`config.mk`:
```
export PLATFORM = sky130hd
export DESIGN_NAME = drc_group_ctrl
export DESIGN_NICKNAME = d
export VERILOG_FILES = /design/src/rtl/core/drc_pkg.sv /design/src/rtl/core/drc_group_ctrl.sv
export SDC_FILE = /design/constraint.sdc
export NUM_CORES = 1
export LEC_CHECK = 0
export ABC_AREA = 1
export BUFFER_PORTS_ARGS = -buffer_cell sky130_fd_sc_hd__buf_2
export CAP_MARGIN = 30
export CORE_MARGIN = 4
export CORE_UTILIZATION = 30
export CTS_CLUSTER_SIZE = 28
export DETAILED_ROUTE_END_ITERATION = 8
export GPL_TIMING_DRIVEN = 0
export PLACE_DENSITY = 0.63
export RECOVER_POWER = 100
export SLEW_MARGIN = 20
export SYNTH_ARGS = -nofsm -noshare
export SYNTH_HDL_FRONTEND = slang
export SYNTH_SLANG_ARGS = --single-unit
```
`constraint.sdc`:
```
create_clock -name clock -period 5.1 [get_ports clock]
set_input_delay 0.765 -clock clock [delete_from_list [all_inputs] [get_ports clock]]
set_output_delay 0.765 -clock clock [all_outputs]
set_load 0.01 [all_outputs]
```
`src/rtl/core/drc_pkg.sv`:
```
// Shared types and constants for the duplicate row counter.
// No dependencies; imported by every module of the block.
package drc_pkg;

   localparam int ROW_W    = 64;
   localparam int DIM_W    = 7;
   localparam int RIDX_W   = 6;
   localparam int OCC_W    = 7;
   localparam logic [DIM_W-1:0] DIM_RESET = 7'd64;

   typedef enum logic [2:0] {
      ST_LOAD,
      ST_PICK,
      ST_BASE,
      ST_SCAN,
      ST_EMIT
   } state_type;

   typedef struct packed {
      logic [RIDX_W-1:0] row_index;
      logic [OCC_W-1:0]  occurrences;
      logic              last_group;
   } result_type;

endpackage

```
`src/rtl/core/drc_group_ctrl.sv`:
```
// Load counter, grouping sequencer and row comparator.
// Depends on drc_pkg; drives the ports of drc_row_mem.
module drc_group_ctrl #(
   parameter int MAX_DIM = 64,
   parameter int IW      = 6,
   parameter int NW      = 7
) (
   input  logic                      clock,
   input  logic                      reset,
   input  logic [NW-1:0]             dim,
   input  logic                      req_valid,
   output logic                      req_ready,
   input  logic [drc_pkg::ROW_W-1:0] req_row_bits,
   output logic                      wr_en,
   output logic [IW-1:0]             wr_addr,
   output logic [drc_pkg::ROW_W-1:0] wr_data,
   output logic                      rd_en,
   output logic [IW-1:0]             rd_addr,
   input  logic [drc_pkg::ROW_W-1:0] rd_data,
   output logic                      res_valid,
   input  logic                      res_ready,
   output drc_pkg::result_type       res
);
   import drc_pkg::*;

   state_type        state_ff, state_in;
   logic [IW-1:0]    load_cnt_ff, load_cnt_in;
   logic [IW-1:0]    i_ff, i_in;
   logic [IW-1:0]    j_ff, j_in;
   logic [NW-1:0]    occ_ff, occ_in;
   logic [ROW_W-1:0] base_ff, base_in;
   logic [MAX_DIM-1:0] seen_ff, seen_in;

   logic             accept;
   logic             load_done;
   logic [NW-1:0]    load_next;
   logic [NW-1:0]    i_next;
   logic [NW-1:0]    j_next;
   logic [ROW_W-1:0] col_mask;
   logic             row_match;
   logic             more_groups;

   assign accept    = req_valid && req_ready;
   assign load_next = {1'b0, load_cnt_ff} + NW'(1);
   assign load_done = load_next >= dim;
   assign i_next    = {1'b0, i_ff} + NW'(1);
   assign j_next    = {1'b0, j_ff} + NW'(1);

   always_comb begin
      for (int k = 0; k < ROW_W; k++) begin
         col_mask[k] = (k < int'(dim));
      end
   end

   assign row_match = ((base_ff ^ rd_data) & col_mask) == '0;

   // A later group exists if any row after i and inside the matrix is unclaimed.
   always_comb begin
      more_groups = 1'b0;
      for (int k = 0; k < MAX_DIM; k++) begin
         if (!seen_ff[k] && (k > int'(i_ff)) && (k < int'(dim))) begin
            more_groups = 1'b1;
         end
      end
   end

   // Next state.
   always_comb begin
      state_in = state_ff;
      case (state_ff)
         ST_LOAD: begin
            if (accept && load_done) begin
               state_in = ST_PICK;
            end
         end
         ST_PICK: begin
            if (!seen_ff[i_ff]) begin
               state_in = ST_BASE;
            end
         end
         ST_BASE: begin
            state_in = (i_next < dim) ? ST_SCAN : ST_EMIT;
         end
         ST_SCAN: begin
            if (!(j_next < dim)) begin
               state_in = ST_EMIT;
            end
         end
         ST_EMIT: begin
            if (res_ready) begin
               state_in = more_groups ? ST_PICK : ST_LOAD;
            end
         end
         default: state_in = ST_LOAD;
      endcase
   end

   // Outputs.
   always_comb begin
      req_ready = 1'b0;
      rd_en     = 1'b0;
      rd_addr   = i_ff;
      res_valid = 1'b0;
      case (state_ff)
         ST_LOAD: req_ready = 1'b1;
         ST_PICK: begin
            rd_en   = !seen_ff[i_ff];
            rd_addr = i_ff;
         end
         ST_BASE: begin
            rd_en   = i_next < dim;
            rd_addr = i_next[IW-1:0];
         end
         ST_SCAN: begin
            rd_en   = j_next < dim;
            rd_addr = j_next[IW-1:0];
         end
         ST_EMIT: res_valid = 1'b1;
         default: ;
      endcase
   end

   assign wr_en   = accept;
   assign wr_addr = load_cnt_ff;
   assign wr_data = req_row_bits;

   assign res.row_index   = RIDX_W'(i_ff);
   assign res.occurrences = OCC_W'(occ_ff);
   assign res.last_group  = !more_groups;

   // Datapath registers.
   always_comb begin
      load_cnt_in = load_cnt_ff;
      i_in        = i_ff;
      j_in        = j_ff;
      occ_in      = occ_ff;
      base_in     = base_ff;
      seen_in     = seen_ff;
      case (state_ff)
         ST_LOAD: begin
            if (accept) begin
               load_cnt_in = load_done ? '0 : load_next[IW-1:0];
               i_in        = '0;
               seen_in     = '0;
            end
         end
         ST_PICK: begin
            if (seen_ff[i_ff]) begin
               i_in = i_next[IW-1:0];
            end
         end
         ST_BASE: begin
            base_in = rd_data;
            occ_in  = NW'(1);
            j_in    = i_next[IW-1:0];
         end
         ST_SCAN: begin
            if (row_match) begin
               occ_in        = occ_ff + NW'(1);
               seen_in[j_ff] = 1'b1;
            end
            j_in = j_next[IW-1:0];
         end
         ST_EMIT: begin
            if (res_ready) begin
               if (more_groups) begin
                  i_in = i_next[IW-1:0];
               end else begin
                  seen_in = '0;
               end
            end
         end
         default: ;
      endcase
   end

   always_ff @(posedge clock) begin
      if (reset) begin
         state_ff    <= ST_LOAD;
         load_cnt_ff <= '0;
         seen_ff     <= '0;
      end else begin
         state_ff    <= state_in;
         load_cnt_ff <= load_cnt_in;
         seen_ff     <= seen_in;
      end
   end

   always_ff @(posedge clock) begin
      i_ff    <= i_in;
      j_ff    <= j_in;
      occ_ff  <= occ_in;
      base_ff <= base_in;
   end

endmodule

```
==> results.json, run 1 <==
{
  "postSynthRegisterBits": 156,
  "worstMarginPinSlew_ps": 1396,
  "power_per_cell_area_nw_per_um2": 422.9,
  "setup_viol": 0,
  "clock_path_buffers": 2,
  "place_ws_ps": 945.6,
  "die-width_um": 202.8,
  "crit_path_cell_trace": "ha_1 -> clkbuf_1 -> inv_1 -> o21ai_0 -> inv_1 -> ha_1 -> a21oi_1 -> o21a_1 -> nand3_1 -> nand3_1 -> clkbuf_1",
  "critPathRequiredTime_ps": 4340,
  "timing.critical_path.to_type": "output pin",
  "via_count": 12352,
  "grt_setup_unrepaired": "no",
  "tritoncts_num_sinks": 156,
  "cts_hold_buf": 0,
  "tritoncts_buffers": 17,
  "clkSlewWorstSetupHoldPaths_ps": 60,
  "yosys.cell_types.count": 35,
  "r2r.worst_path.cells": 19,
  "max_clock_freq_mhz": 213.4,
  "setup_tns_ps": 0,
  "n_antenna_cell": 0,
  "avgSynthCellArea_um2": 6.714,
  "antenna_found_initial": 1,
  "final_cell_area_um2": 13230,
  "placed_cells_incl_taps": 2375,
  "cp_max_fo": 10,
  "power_leakage_uw": 0.005689,
  "cts.repair.resized": 0,
  "seq_area_frac_synth": 0.3472,
  "cts_tree": "done",
  "start_kind": "flop",
  "timing_hold_violations_final": 0,
  "syn-cell-area_um2": 11390,
  "die_y_um": 202.8,
  "hold_path_depth": 2,
  "worstPathBufferInverterCount": 4,
  "htreeDepth": 4,
  "regToRegEndpoint": "seen_ff[44]$_SDFFE_PP0P_",
  "yosysWarningCount": 0,
  "crit-reg2reg-launch": "i_ff[0]$_SDFFCE_PN0P_",
  "detailed_route_wl_um": 47050,
  "number_of_port_buffers": 166,
  "worst_skew_pair.late_latency_ps": 460,
  "global_route_usage_over_all_layers": 0.2215,
  "synthesis_to_layout_area_growth_pct": 16.21,
  "drcViolationCount": 0,
  "cpLargestDelayFamily": "buffers and inverters",
  "hold_ws_ps": 479.6,
  "finalClockSkew_ps": 22.34,
  "crit_path_top_delay_cell": "o21ai_0",
  "final_max_slew_viol_count": 0,
  "rrSetupSlack_ps": 460,
  "worst_hold_startpoint": "seen_ff[37]$_SDFFE_PP0P_",
  "dr.pass1.iters": 6,
  "grt_first_pass_wirelength_um": 70070,
  "core_um2": 37580,
  "finalNonFillerCells": 2407,
  "timing.critical_path.slowest_cell_delay_ps": 660,
  "postRouteAntennaNets": 0,
  "grt.overflow.total": 0,
  "layout_min_cycle_time_ps": 4687,
  "cap_viol_max_count": 0,
  "boundaryPins": 233,
  "place.gp.congestion": 0.9778,
  "synth_cells": 1696,
  "layout-drive-gt1-share": 0.08597,
  "routed_wirelength_normalized_by_instance_count_um": 19.55,
  "timing.hold.worst_endpoint": "seen_ff[37]$_SDFFE_PP0P_",
  "worstPathArrival_ps": 3920,
  "initial_utilization": 0.3030,
  "route.detailed.vias_per_inst": 5.132,
  "filler_cell_count": 4205,
  "std_cell_rows": 71,
  "layout.nets": 2047,
  "syn_nets": 1860,
  "placement_stage_cell_area_um2": 12900,
  "grt_start_max_net_pins": 30,
  "dp_hpwl_um": 37780,
  "fin_crit_sh": 0.9190,
  "status": "complete, no violations",
  "postLayoutSetupSlackWorst_ps": 413.2,
  "via_count_of_the_first_global_routing_pass": 11552,
  "area_of_the_die_um2": 41140,
  "cts_setup_buffers": 0,
  "setup.worst_path.class": "reg -> out",
  "hold_path_class": "reg -> reg",
  "max_slew_margin": 0.06903,
  "power.ir.vdd_worst_v": 0.0002721,
  "drt_first_iter_violations": 1441,
  "cts_root_buf": "clkbuf_16"
}
[stage by stage]
step / util / power, uW
after floorplan: - / 3354
after global placement: 0.3422 / 4252
after detailed placement: 0.3434 / 4276
after CTS: 0.3589 / 5588
after global routing: 0.3521 / 5942
final: 0.3521 / 5596
[logic make-up (layout without fill, tap and decap cells)]
logic type / after synthesis / in the layout / share of synthesized area
compound gates: 290 / 290 / 0.1331
xor+xnor: 71 / 71 / 0.05461
fa+ha+maj: 25 / 25 / 0.02747
buf+inv: 272 / 472 / 0.1188
flops: 156 / 156 / 0.3472
simple gates: 882 / 882 / 0.3189
[cell type report]
| cell class | count | area [um^2] | area share |
|---|---|---|---|
| clock buffers | 24 | 504.2 | 0.03811 |
| well taps | 511 | 639.4 | 0.04832 |
| inverters | 136 | 510.5 | 0.03858 |
| flip-flops and latches | 156 | 3954 | 0.2988 |
| repair buffers | 168 | 641.9 | 0.04851 |
| clock inverters | 8 | 78.83 | 0.005957 |
| multi-input cells | 1268 | 6078 | 0.4593 |
| plain buffers | 136 | 825.8 | 0.06241 |
[how the worst max path moves through the flow]
stage / endpoint / cells past startpoint / slack [ps] / start
finish: rd_en / 11 / 410 / i_ff[0]$_SDFFCE_PN0P_
global route: seen_ff[34]$_SDFFE_PP0P_ / 19 / 140 / i_ff[0]$_SDFFCE_PN0P_
CTS: res[0] / 16 / 520 / i_ff[0]$_SDFFCE_PN0P_
detailed placement: seen_ff[33]$_SDFFE_PP0P_ / 20 / 950 / i_ff[0]$_SDFFCE_PN0P_
global placement: rd_addr[3] / 7 / -470 / state_ff[1]$_SDFFE_PP0P_
floorplan: rd_addr[3] / 6 / 840 / state_ff[1]$_SDFFE_PP0P_
[synthesized netlist by cell type (all sizes together)]
| master | count | area share |
|---|---|---|
| a211oi | 1 | 0.00066 |
| a21oi | 122 | 0.054 |
| a22oi | 1 | 0.00066 |
| a31oi | 2 | 0.0011 |
| and2 | 1 | 0.00055 |
| buf | 119 | 0.068 |
| clkbuf | 17 | 0.0056 |
| clkinv | 1 | 0.00033 |
| dfxtp | 73 | 0.13 |
| edfxtp | 83 | 0.22 |
| ha | 25 | 0.027 |
| inv | 135 | 0.045 |
| nand2 | 425 | 0.14 |
| nand3 | 173 | 0.076 |
| nand3b | 2 | 0.0013 |
| nand4 | 13 | 0.0071 |
| nor2 | 259 | 0.089 |
| nor3 | 5 | 0.0022 |
| nor3b | 2 | 0.0013 |
| o2111ai | 2 | 0.0015 |
| o211ai | 11 | 0.0073 |
| o21a | 1 | 0.00066 |
| o21ai | 143 | 0.063 |
| o221ai | 4 | 0.0031 |
| o22ai | 3 | 0.0016 |
| or2 | 2 | 0.0011 |
| xnor2 | 8 | 0.0062 |
| xor2 | 63 | 0.048 |
[flip-flops by register name, summed over array words and instances (netlist names)]
name / flops
j_ff: 6
i_ff: 6
seen_ff: 64
base_ff: 64
state_ff: 3
wr_addr: 6
occ_ff: 7
[worst min-delay path: stages, from the launching register on]
cell	delay [ps]
dfxtp_1	330
a21oi_1	40
nor2_1	80
[routing by layer]
layer	track usage	vias up	share of wire
li1	-	5890	-
met1	0.2895	5650	0.41
met2	0.3565	670	0.45
met3	0.05430	140	0.10
met4	0.08220	2	0.041
met5	0	-	0.00028
[power by group]
part	leakage [uW]	switching (uW)	total, uW	internal [uW]
registers	0.00136	258	1830	1580
clock network	0.000287	553	1300	747
logic	0.00404	1710	2460	753
[cell usage in the layout, fill, tap and decap left out, types with 4 or more instances in the layout]
master and count:
nand2_1 424, nor2_1 250, clkbuf_1 188, nand3_1 173, o21ai_0 142, inv_1 125, a21oi_1 122, edfxtp_1 83
buf_4 74, dfxtp_1 73, xor2_1 63, buf_2 38, ha_1 25, clkbuf_16 19, nand4_1 13, o211ai_1 11
inv_2 10, xnor2_1 8, buf_1 7, nor2_2 6, nor3_1 5, o221ai_1 4
No activity file was read; power rests on OpenSTA's default activity.
==> run 2: changes to the inputs <==
--- a/config.mk
+++ b/config.mk
@@ -14,7 +14,7 @@
 export DETAILED_ROUTE_END_ITERATION = 8
 export GPL_TIMING_DRIVEN = 0
 export PLACE_DENSITY = 0.63
-export RECOVER_POWER = 100
+export RECOVER_POWER = 25
 export SLEW_MARGIN = 20
 export SYNTH_ARGS = -nofsm -noshare
 export SYNTH_HDL_FRONTEND = slang
==> run 2 against run 1 <==
Compared with the run above: final area up 1.2%; first-iteration DRC count rose by 0.35%; combinational power is essentially flat.
==> results.json, run 2 (synthesized netlist as in run 1, its figures left out) <==
{
  "timing_hold_violations_final": 0,
  "share_clk_of_total_power": 0.232,
  "cts_tree": "done",
  "seq_power_share": 0.326,
  "initial_utilization": 0.3030,
  "filler_cell_count": 4150,
  "top_regs": "base_ff: 64 flops, seen_ff: 64 flops, occ_ff: 7 flops",
  "layout.nets": 2047,
  "layout_min_cycle_time_ps": 4620,
  "timing.critical_path.to_type": "output pin",
  "worst_skew_pair.late_latency_ps": 460,
  "core_um2": 37580,
  "cap_viol_max_count": 0,
  "rrSetupSlack_ps": 850,
  "area_of_the_die_um2": 41140,
  "internal-power_uw": 3103,
  "grt_first_pass_wirelength_um": 70070,
  "antenna_found_initial": 1,
  "power.ir.vdd_worst_v": 0.0002734,
  "hold_path_class": "reg -> reg",
  "number_of_port_buffers": 166,
  "via_count_of_the_first_global_routing_pass": 11552,
  "cp_max_fo": 11,
  "clkSlewWorstSetupHoldPaths_ps": 70,
  "worst_hold_startpoint": "seen_ff[37]$_SDFFE_PP0P_",
  "final_common_cell": "nand2_1",
  "start_kind": "flop",
  "routed_wirelength_normalized_by_instance_count_um": 19.50,
  "grt_setup_unrepaired": "no",
  "status": "complete, no violations",
  "cts_setup_buffers": 0,
  "clock_path_buffers": 2,
  "setup.worst_path.class": "reg -> out",
  "htreeDepth": 4,
  "fin_crit_sh": 0.9060,
  "tritoncts_num_sinks": 156,
  "layout_common_cells": "423 x nand2_1, 249 x nor2_1, 173 x nand3_1, 142 x o21ai_0, 125 x inv_1",
  "crit-reg2reg-launch": "i_ff[0]$_SDFFCE_PN0P_",
  "place.gp.congestion": 0.9778,
  "std_cell_rows": 71,
  "worstPathArrival_ps": 3860,
  "worstMarginPinSlew_ps": 939.7,
  "boundaryPins": 233,
  "grt_start_max_net_pins": 30,
  "detailed_route_wl_um": 46940,
  "drt_first_iter_violations": 1446,
  "die_y_um": 202.8,
  "finalClockSkew_ps": 21.40,
  "via_count": 12249,
  "power_frac_comb": 0.443,
  "setup_tns_ps": 0,
  "timing.hold.worst_endpoint": "seen_ff[37]$_SDFFE_PP0P_",
  "regToRegEndpoint": "seen_ff[33]$_SDFFE_PP0P_",
  "power_switching_share": 0.4485,
  "layout-drive-gt1-share": 0.1340,
  "placed_cells_incl_taps": 2375,
  "power_per_cell_area_nw_per_um2": 420.2,
  "power.net_switching_uw": 2523,
  "drcViolationCount": 0,
  "final_cell_area_um2": 13390,
  "postRouteAntennaNets": 0,
  "dr.pass1.iters": 6,
  "global_route_usage_over_all_layers": 0.2215,
  "finalNonFillerCells": 2407,
  "max_clock_freq_mhz": 216.4,
  "cts_root_buf": "clkbuf_16",
  "tritoncts_buffers": 17,
  "placement_stage_cell_area_um2": 12900,
  "grt.overflow.total": 0,
  "route.detailed.vias_per_inst": 5.089,
  "dp_hpwl_um": 37780,
  "final_max_slew_viol_count": 0,
  "setup_viol": 0,
  "max_slew_margin": 0.3712,
  "power_leakage_uw": 0.005960,
  "hold_path_depth": 2,
  "cts.repair.resized": 0,
  "die-width_um": 202.8,
  "synthesis_to_layout_area_growth_pct": 17.60,
  "cts_hold_buf": 0,
  "r2r.worst_path.cells": 20,
  "critPathRequiredTime_ps": 4340,
  "n_antenna_cell": 0
}
==> run 2: cell count changes in the layout (fill, tap and decap cells not counted), sizes merged <==
cell,before,now
buf,119,210
clkbuf,209,118
==> run 2: metal layers <==
layer  GRT usage  part of all wire  vias up  wire length [um]
li1            -                 -     5882                 -
met5           0           0.00028        -                13
met4     0.08220             0.037        2              1716
met3     0.05430             0.095      121              4442
met2      0.3565              0.45      641             21290
met1      0.2895              0.42     5603             19480
==> run 2: worst max path at each step <==
stage | from | endpoint | slack (ps) | cells after the start
after floorplan | state_ff[1]$_SDFFE_PP0P_ | rd_addr[3] | 840 | 6
after global placement | state_ff[1]$_SDFFE_PP0P_ | rd_addr[3] | -470 | 7
after detailed placement | i_ff[0]$_SDFFCE_PN0P_ | seen_ff[33]$_SDFFE_PP0P_ | 950 | 20
after CTS | i_ff[0]$_SDFFCE_PN0P_ | res[0] | 520 | 16
after global routing | i_ff[0]$_SDFFCE_PN0P_ | res[0] | 270 | 16
final | i_ff[0]$_SDFFCE_PN0P_ | res[0] | 480 | 16
==> run 2: cell type report <==
type                       count  area [um^2]  share of cell area
inverter                     136        510.5             0.03812
clock inverter                 8        78.83            0.005886
multi-input combinational   1268         6088              0.4546
sequential                   156         3954              0.2952
tap                          511        639.4             0.04774
buffer                       136        842.1             0.06288
timing repair buffer         168        774.5             0.05783
clock buffer                  24        504.2             0.03765
==> run 2: through the flow <==
| step | setup WS, ps | hold WS [ps] | utilization | power (uW) |
|---|---|---|---|---|
| after global routing | 269.7 | 513.8 | 0.3564 | 5969 |
| after CTS | 524.1 | 487.3 | 0.3589 | 5588 |
| after detailed placement | 945.6 | 472.2 | 0.3434 | 4276 |
| final | 479.6 | 479.7 | 0.3564 | 5627 |
| after floorplan | 839.5 | 451.6 | - | 3354 |
| after global placement | -471.1 | 461.9 | 0.3422 | 4252 |
==> run 2: power groups by stage <==
stage               Combinational, uW  Clock (uW)  Sequential (uW)
detailed placement               2440           0             1840
CTS                              2450        1320             1820
floorplan                        1620           0             1730
global placement                 2410           0             1840
finish                           2490        1300             1830
global route                     2750        1370             1840
==> run 2: worst max-delay path: stages, from the launching register on <==
cell,delay [ps]
edfxtp_1,570
inv_2,280
buf_1,580
ha_1,410
nor2_1,150
nand2_1,150
nand2_1,80
nand3_1,80
nand2_1,50
nor2_1,350
nand2_1,110
nor2_1,110
nand2_1,50
nor2_1,80
nand2_1,140
inv_1,80
buf_2,120
==> run 3: changes to the inputs <==
--- a/config.mk
+++ b/config.mk
@@ -6,14 +6,13 @@
 export NUM_CORES = 1
 export LEC_CHECK = 0
 export ABC_AREA = 1
-export BUFFER_PORTS_ARGS = -buffer_cell sky130_fd_sc_hd__buf_2
-export CAP_MARGIN = 30
-export CORE_MARGIN = 4
+export CORE_MARGIN = 1.5
 export CORE_UTILIZATION = 30
 export CTS_CLUSTER_SIZE = 28
 export DETAILED_ROUTE_END_ITERATION = 8
+export DONT_BUFFER_PORTS = 1
 export GPL_TIMING_DRIVEN = 0
-export PLACE_DENSITY = 0.63
+export PLACE_DENSITY = 0.57
 export RECOVER_POWER = 25
 export SLEW_MARGIN = 20
 export SYNTH_ARGS = -nofsm -noshare
==> run 3 against run 2 <==
Compared with the run above: die area decreased by 4.9%; register-to-register slack got worse by 150 ps; final area decreased by 5.8%; sequential share of layout area increased by 1.8 points; flip-flop and latch count unchanged; combinational power decreased by 4%; clock-buffer cell count increased by 1; first-iteration DRC count decreased by 8.4%; power decreased by 1.8%; wire length decreased by 1.4%; clock skew decreased by 7.1 ps; critical path type unchanged; largest power group unchanged.
==> results.json, run 3 (synthesized netlist as in run 1, its figures left out) <==
{
  "via_count": 11563,
  "max_slew_margin": 0.3514,
  "cts.repair.resized": 0,
  "start_kind": "flop",
  "antenna_found_initial": 0,
  "layout.nets": 1881,
  "via_count_of_the_first_global_routing_pass": 10610,
  "power_leakage_uw": 0.005461,
  "drt_first_iter_violations": 1325,
  "grt_first_pass_wirelength_um": 67650,
  "detailed_route_wl_um": 46280,
  "die_y_um": 197.8,
  "final_common_cell": "nand2_1",
  "setup.worst_path.class": "reg -> out",
  "clock_path_buffers": 2,
  "grt.overflow.total": 0,
  "std_cell_rows": 71,
  "initial_utilization": 0.3038,
  "cp_max_fo": 11,
  "layout-drive-gt1-share": 0.08902,
  "dr.pass1.iters": 8,
  "postRouteAntennaNets": 0,
  "fin_crit_sh": 0.9179,
  "cts_setup_buffers": 0,
  "worstPathArrival_ps": 3920,
  "cts_hold_buf": 0,
  "timing_hold_violations_final": 0,
  "routed_wirelength_normalized_by_instance_count_um": 20.65,
  "area_of_the_die_um2": 39130,
  "final_max_slew_viol_count": 0,
  "dp_hpwl_um": 37640,
  "status": "complete, no violations",
  "timing.critical_path.to_type": "output pin",
  "core_um2": 37490,
  "power.ir.vdd_worst_v": 0.0002769,
  "drcViolationCount": 0,
  "final_cell_area_um2": 12620,
  "layout_common_cells": "423 x nand2_1, 249 x nor2_1, 173 x nand3_1, 142 x o21ai_0, 125 x inv_1",
  "die-width_um": 197.8,
  "placement_stage_cell_area_um2": 12080,
  "grt_start_max_net_pins": 29,
  "cts_tree": "done",
  "synthesis_to_layout_area_growth_pct": 10.83,
  "number_of_port_buffers": 0,
  "place.gp.congestion": 0.9720,
  "cts_root_buf": "clkbuf_16",
  "tritoncts_buffers": 17,
  "clkSlewWorstSetupHoldPaths_ps": 70,
  "register_area_um2": 3954,
  "critPathRequiredTime_ps": 4340,
  "grt_setup_unrepaired": "no",
  "htreeDepth": 4,
  "boundaryPins": 233,
  "worstMarginPinSlew_ps": 969.4,
  "multiInputGateArea_um2": 6088,
  "hold_path_class": "in -> reg",
  "tritoncts_num_sinks": 156,
  "finalClockSkew_ps": 14.31,
  "layout_min_cycle_time_ps": 4681,
  "power_per_cell_area_nw_per_um2": 438.0,
  "worst_skew_pair.late_latency_ps": 450,
  "n_antenna_cell": 0,
  "route.detailed.vias_per_inst": 5.160,
  "filler_cell_count": 4144,
  "top_regs": "base_ff: 64 flops, seen_ff: 64 flops, occ_ff: 7 flops",
  "setup_viol": 0,
  "max_clock_freq_mhz": 213.6,
  "power.total_uw": 5528,
  "cap_viol_max_count": 0,
  "global_route_usage_over_all_layers": 0.2350
}
-- run 3: cell count changes in the layout (fill, tap and decap cells not counted), moves of 2 or more --
cell / before / now
clkbuf_8: 1 / 3
buf_2: 123 / 34
clkbuf_1: 98 / 32
buf_4: 77 / 64
clkinv_4: 0 / 2
-- run 3: final timing paths --
| check | startpoint | end | slack (ps) | cells after the start |
|---|---|---|---|---|
| hold / removal | rd_data[63] | base_ff[63]$_DFFE_PN_ | 410 | 0 |
| setup reg to reg | i_ff[0]$_SDFFCE_PN0P_ | seen_ff[4]$_SDFFE_PP0P_ | 700 | 20 |
| hold reg to reg | seen_ff[63]$_SDFFE_PP0P_ | seen_ff[63]$_SDFFE_PP0P_ | 480 | 2 |
| setup / recovery | i_ff[0]$_SDFFCE_PN0P_ | res[0] | 420 | 15 |
-- run 3: worst max-delay path: stages, from the launching register on --
cell and delay (ps):
edfxtp_1 630, inv_2 310, buf_1 600, ha_1 440
nor2_1 170, nand2_1 160, nand2_1 80, nand3_1 90
nand2_1 80, nor2_1 250, nand2_1 100, nor2_1 140
nand2_1 60, nor2_1 80, nand2_1 140, inv_1 140
-- run 3: final cells by class --
cell class                      instances  area share
Clock buffer                           25     0.04055
Inverter                              136     0.04045
Clock inverter                          7    0.006047
Buffer                                136     0.06285
Sequential cell                       156      0.3133
Timing Repair Buffer                    2    0.003767
Tap cell                              511     0.05066
Multi-Input combinational cell       1268      0.4824
-- run 3: through the flow --
stage / util / TNS [ps] / hold slack [ps] / std cells / worst slack [ps]
3_3_place_gp: 0.3209 / -1821 / 460.9 / 2207 / -356.7
6_report: 0.3367 / 0 / 406.0 / 2241 / 418.6
3_5_place_dp: 0.3223 / 0 / 475.4 / 2209 / 796.9
4_1_cts: 0.3380 / 0 / 378.7 / 2241 / 441.7
5_1_grt: 0.3367 / 0 / 380.8 / 2241 / 270.5
2_1_floorplan: - / 0 / 451.6 / 1696 / 839.5
-- run 3: layer usage --
metal,part of all wire,vias to the layer above,global-route usage
met2,0.45,586,0.3791
li1,-,5541,-
met3,0.080,68,0.04684
met1,0.44,5368,0.3103
met4,0.031,0,0.08567
met5,0,-,0
-- run 3: power by group --
group / leakage [uW] / total [uW] / internal (uW) / switching, uW
Sequential: 0.00136 / 1850 / 1570 / 276
Clock: 0.000290 / 1280 / 750 / 533
Combinational: 0.00381 / 2390 / 721 / 1670
Total: 0.00546 / 5530 / 3050 / 2480
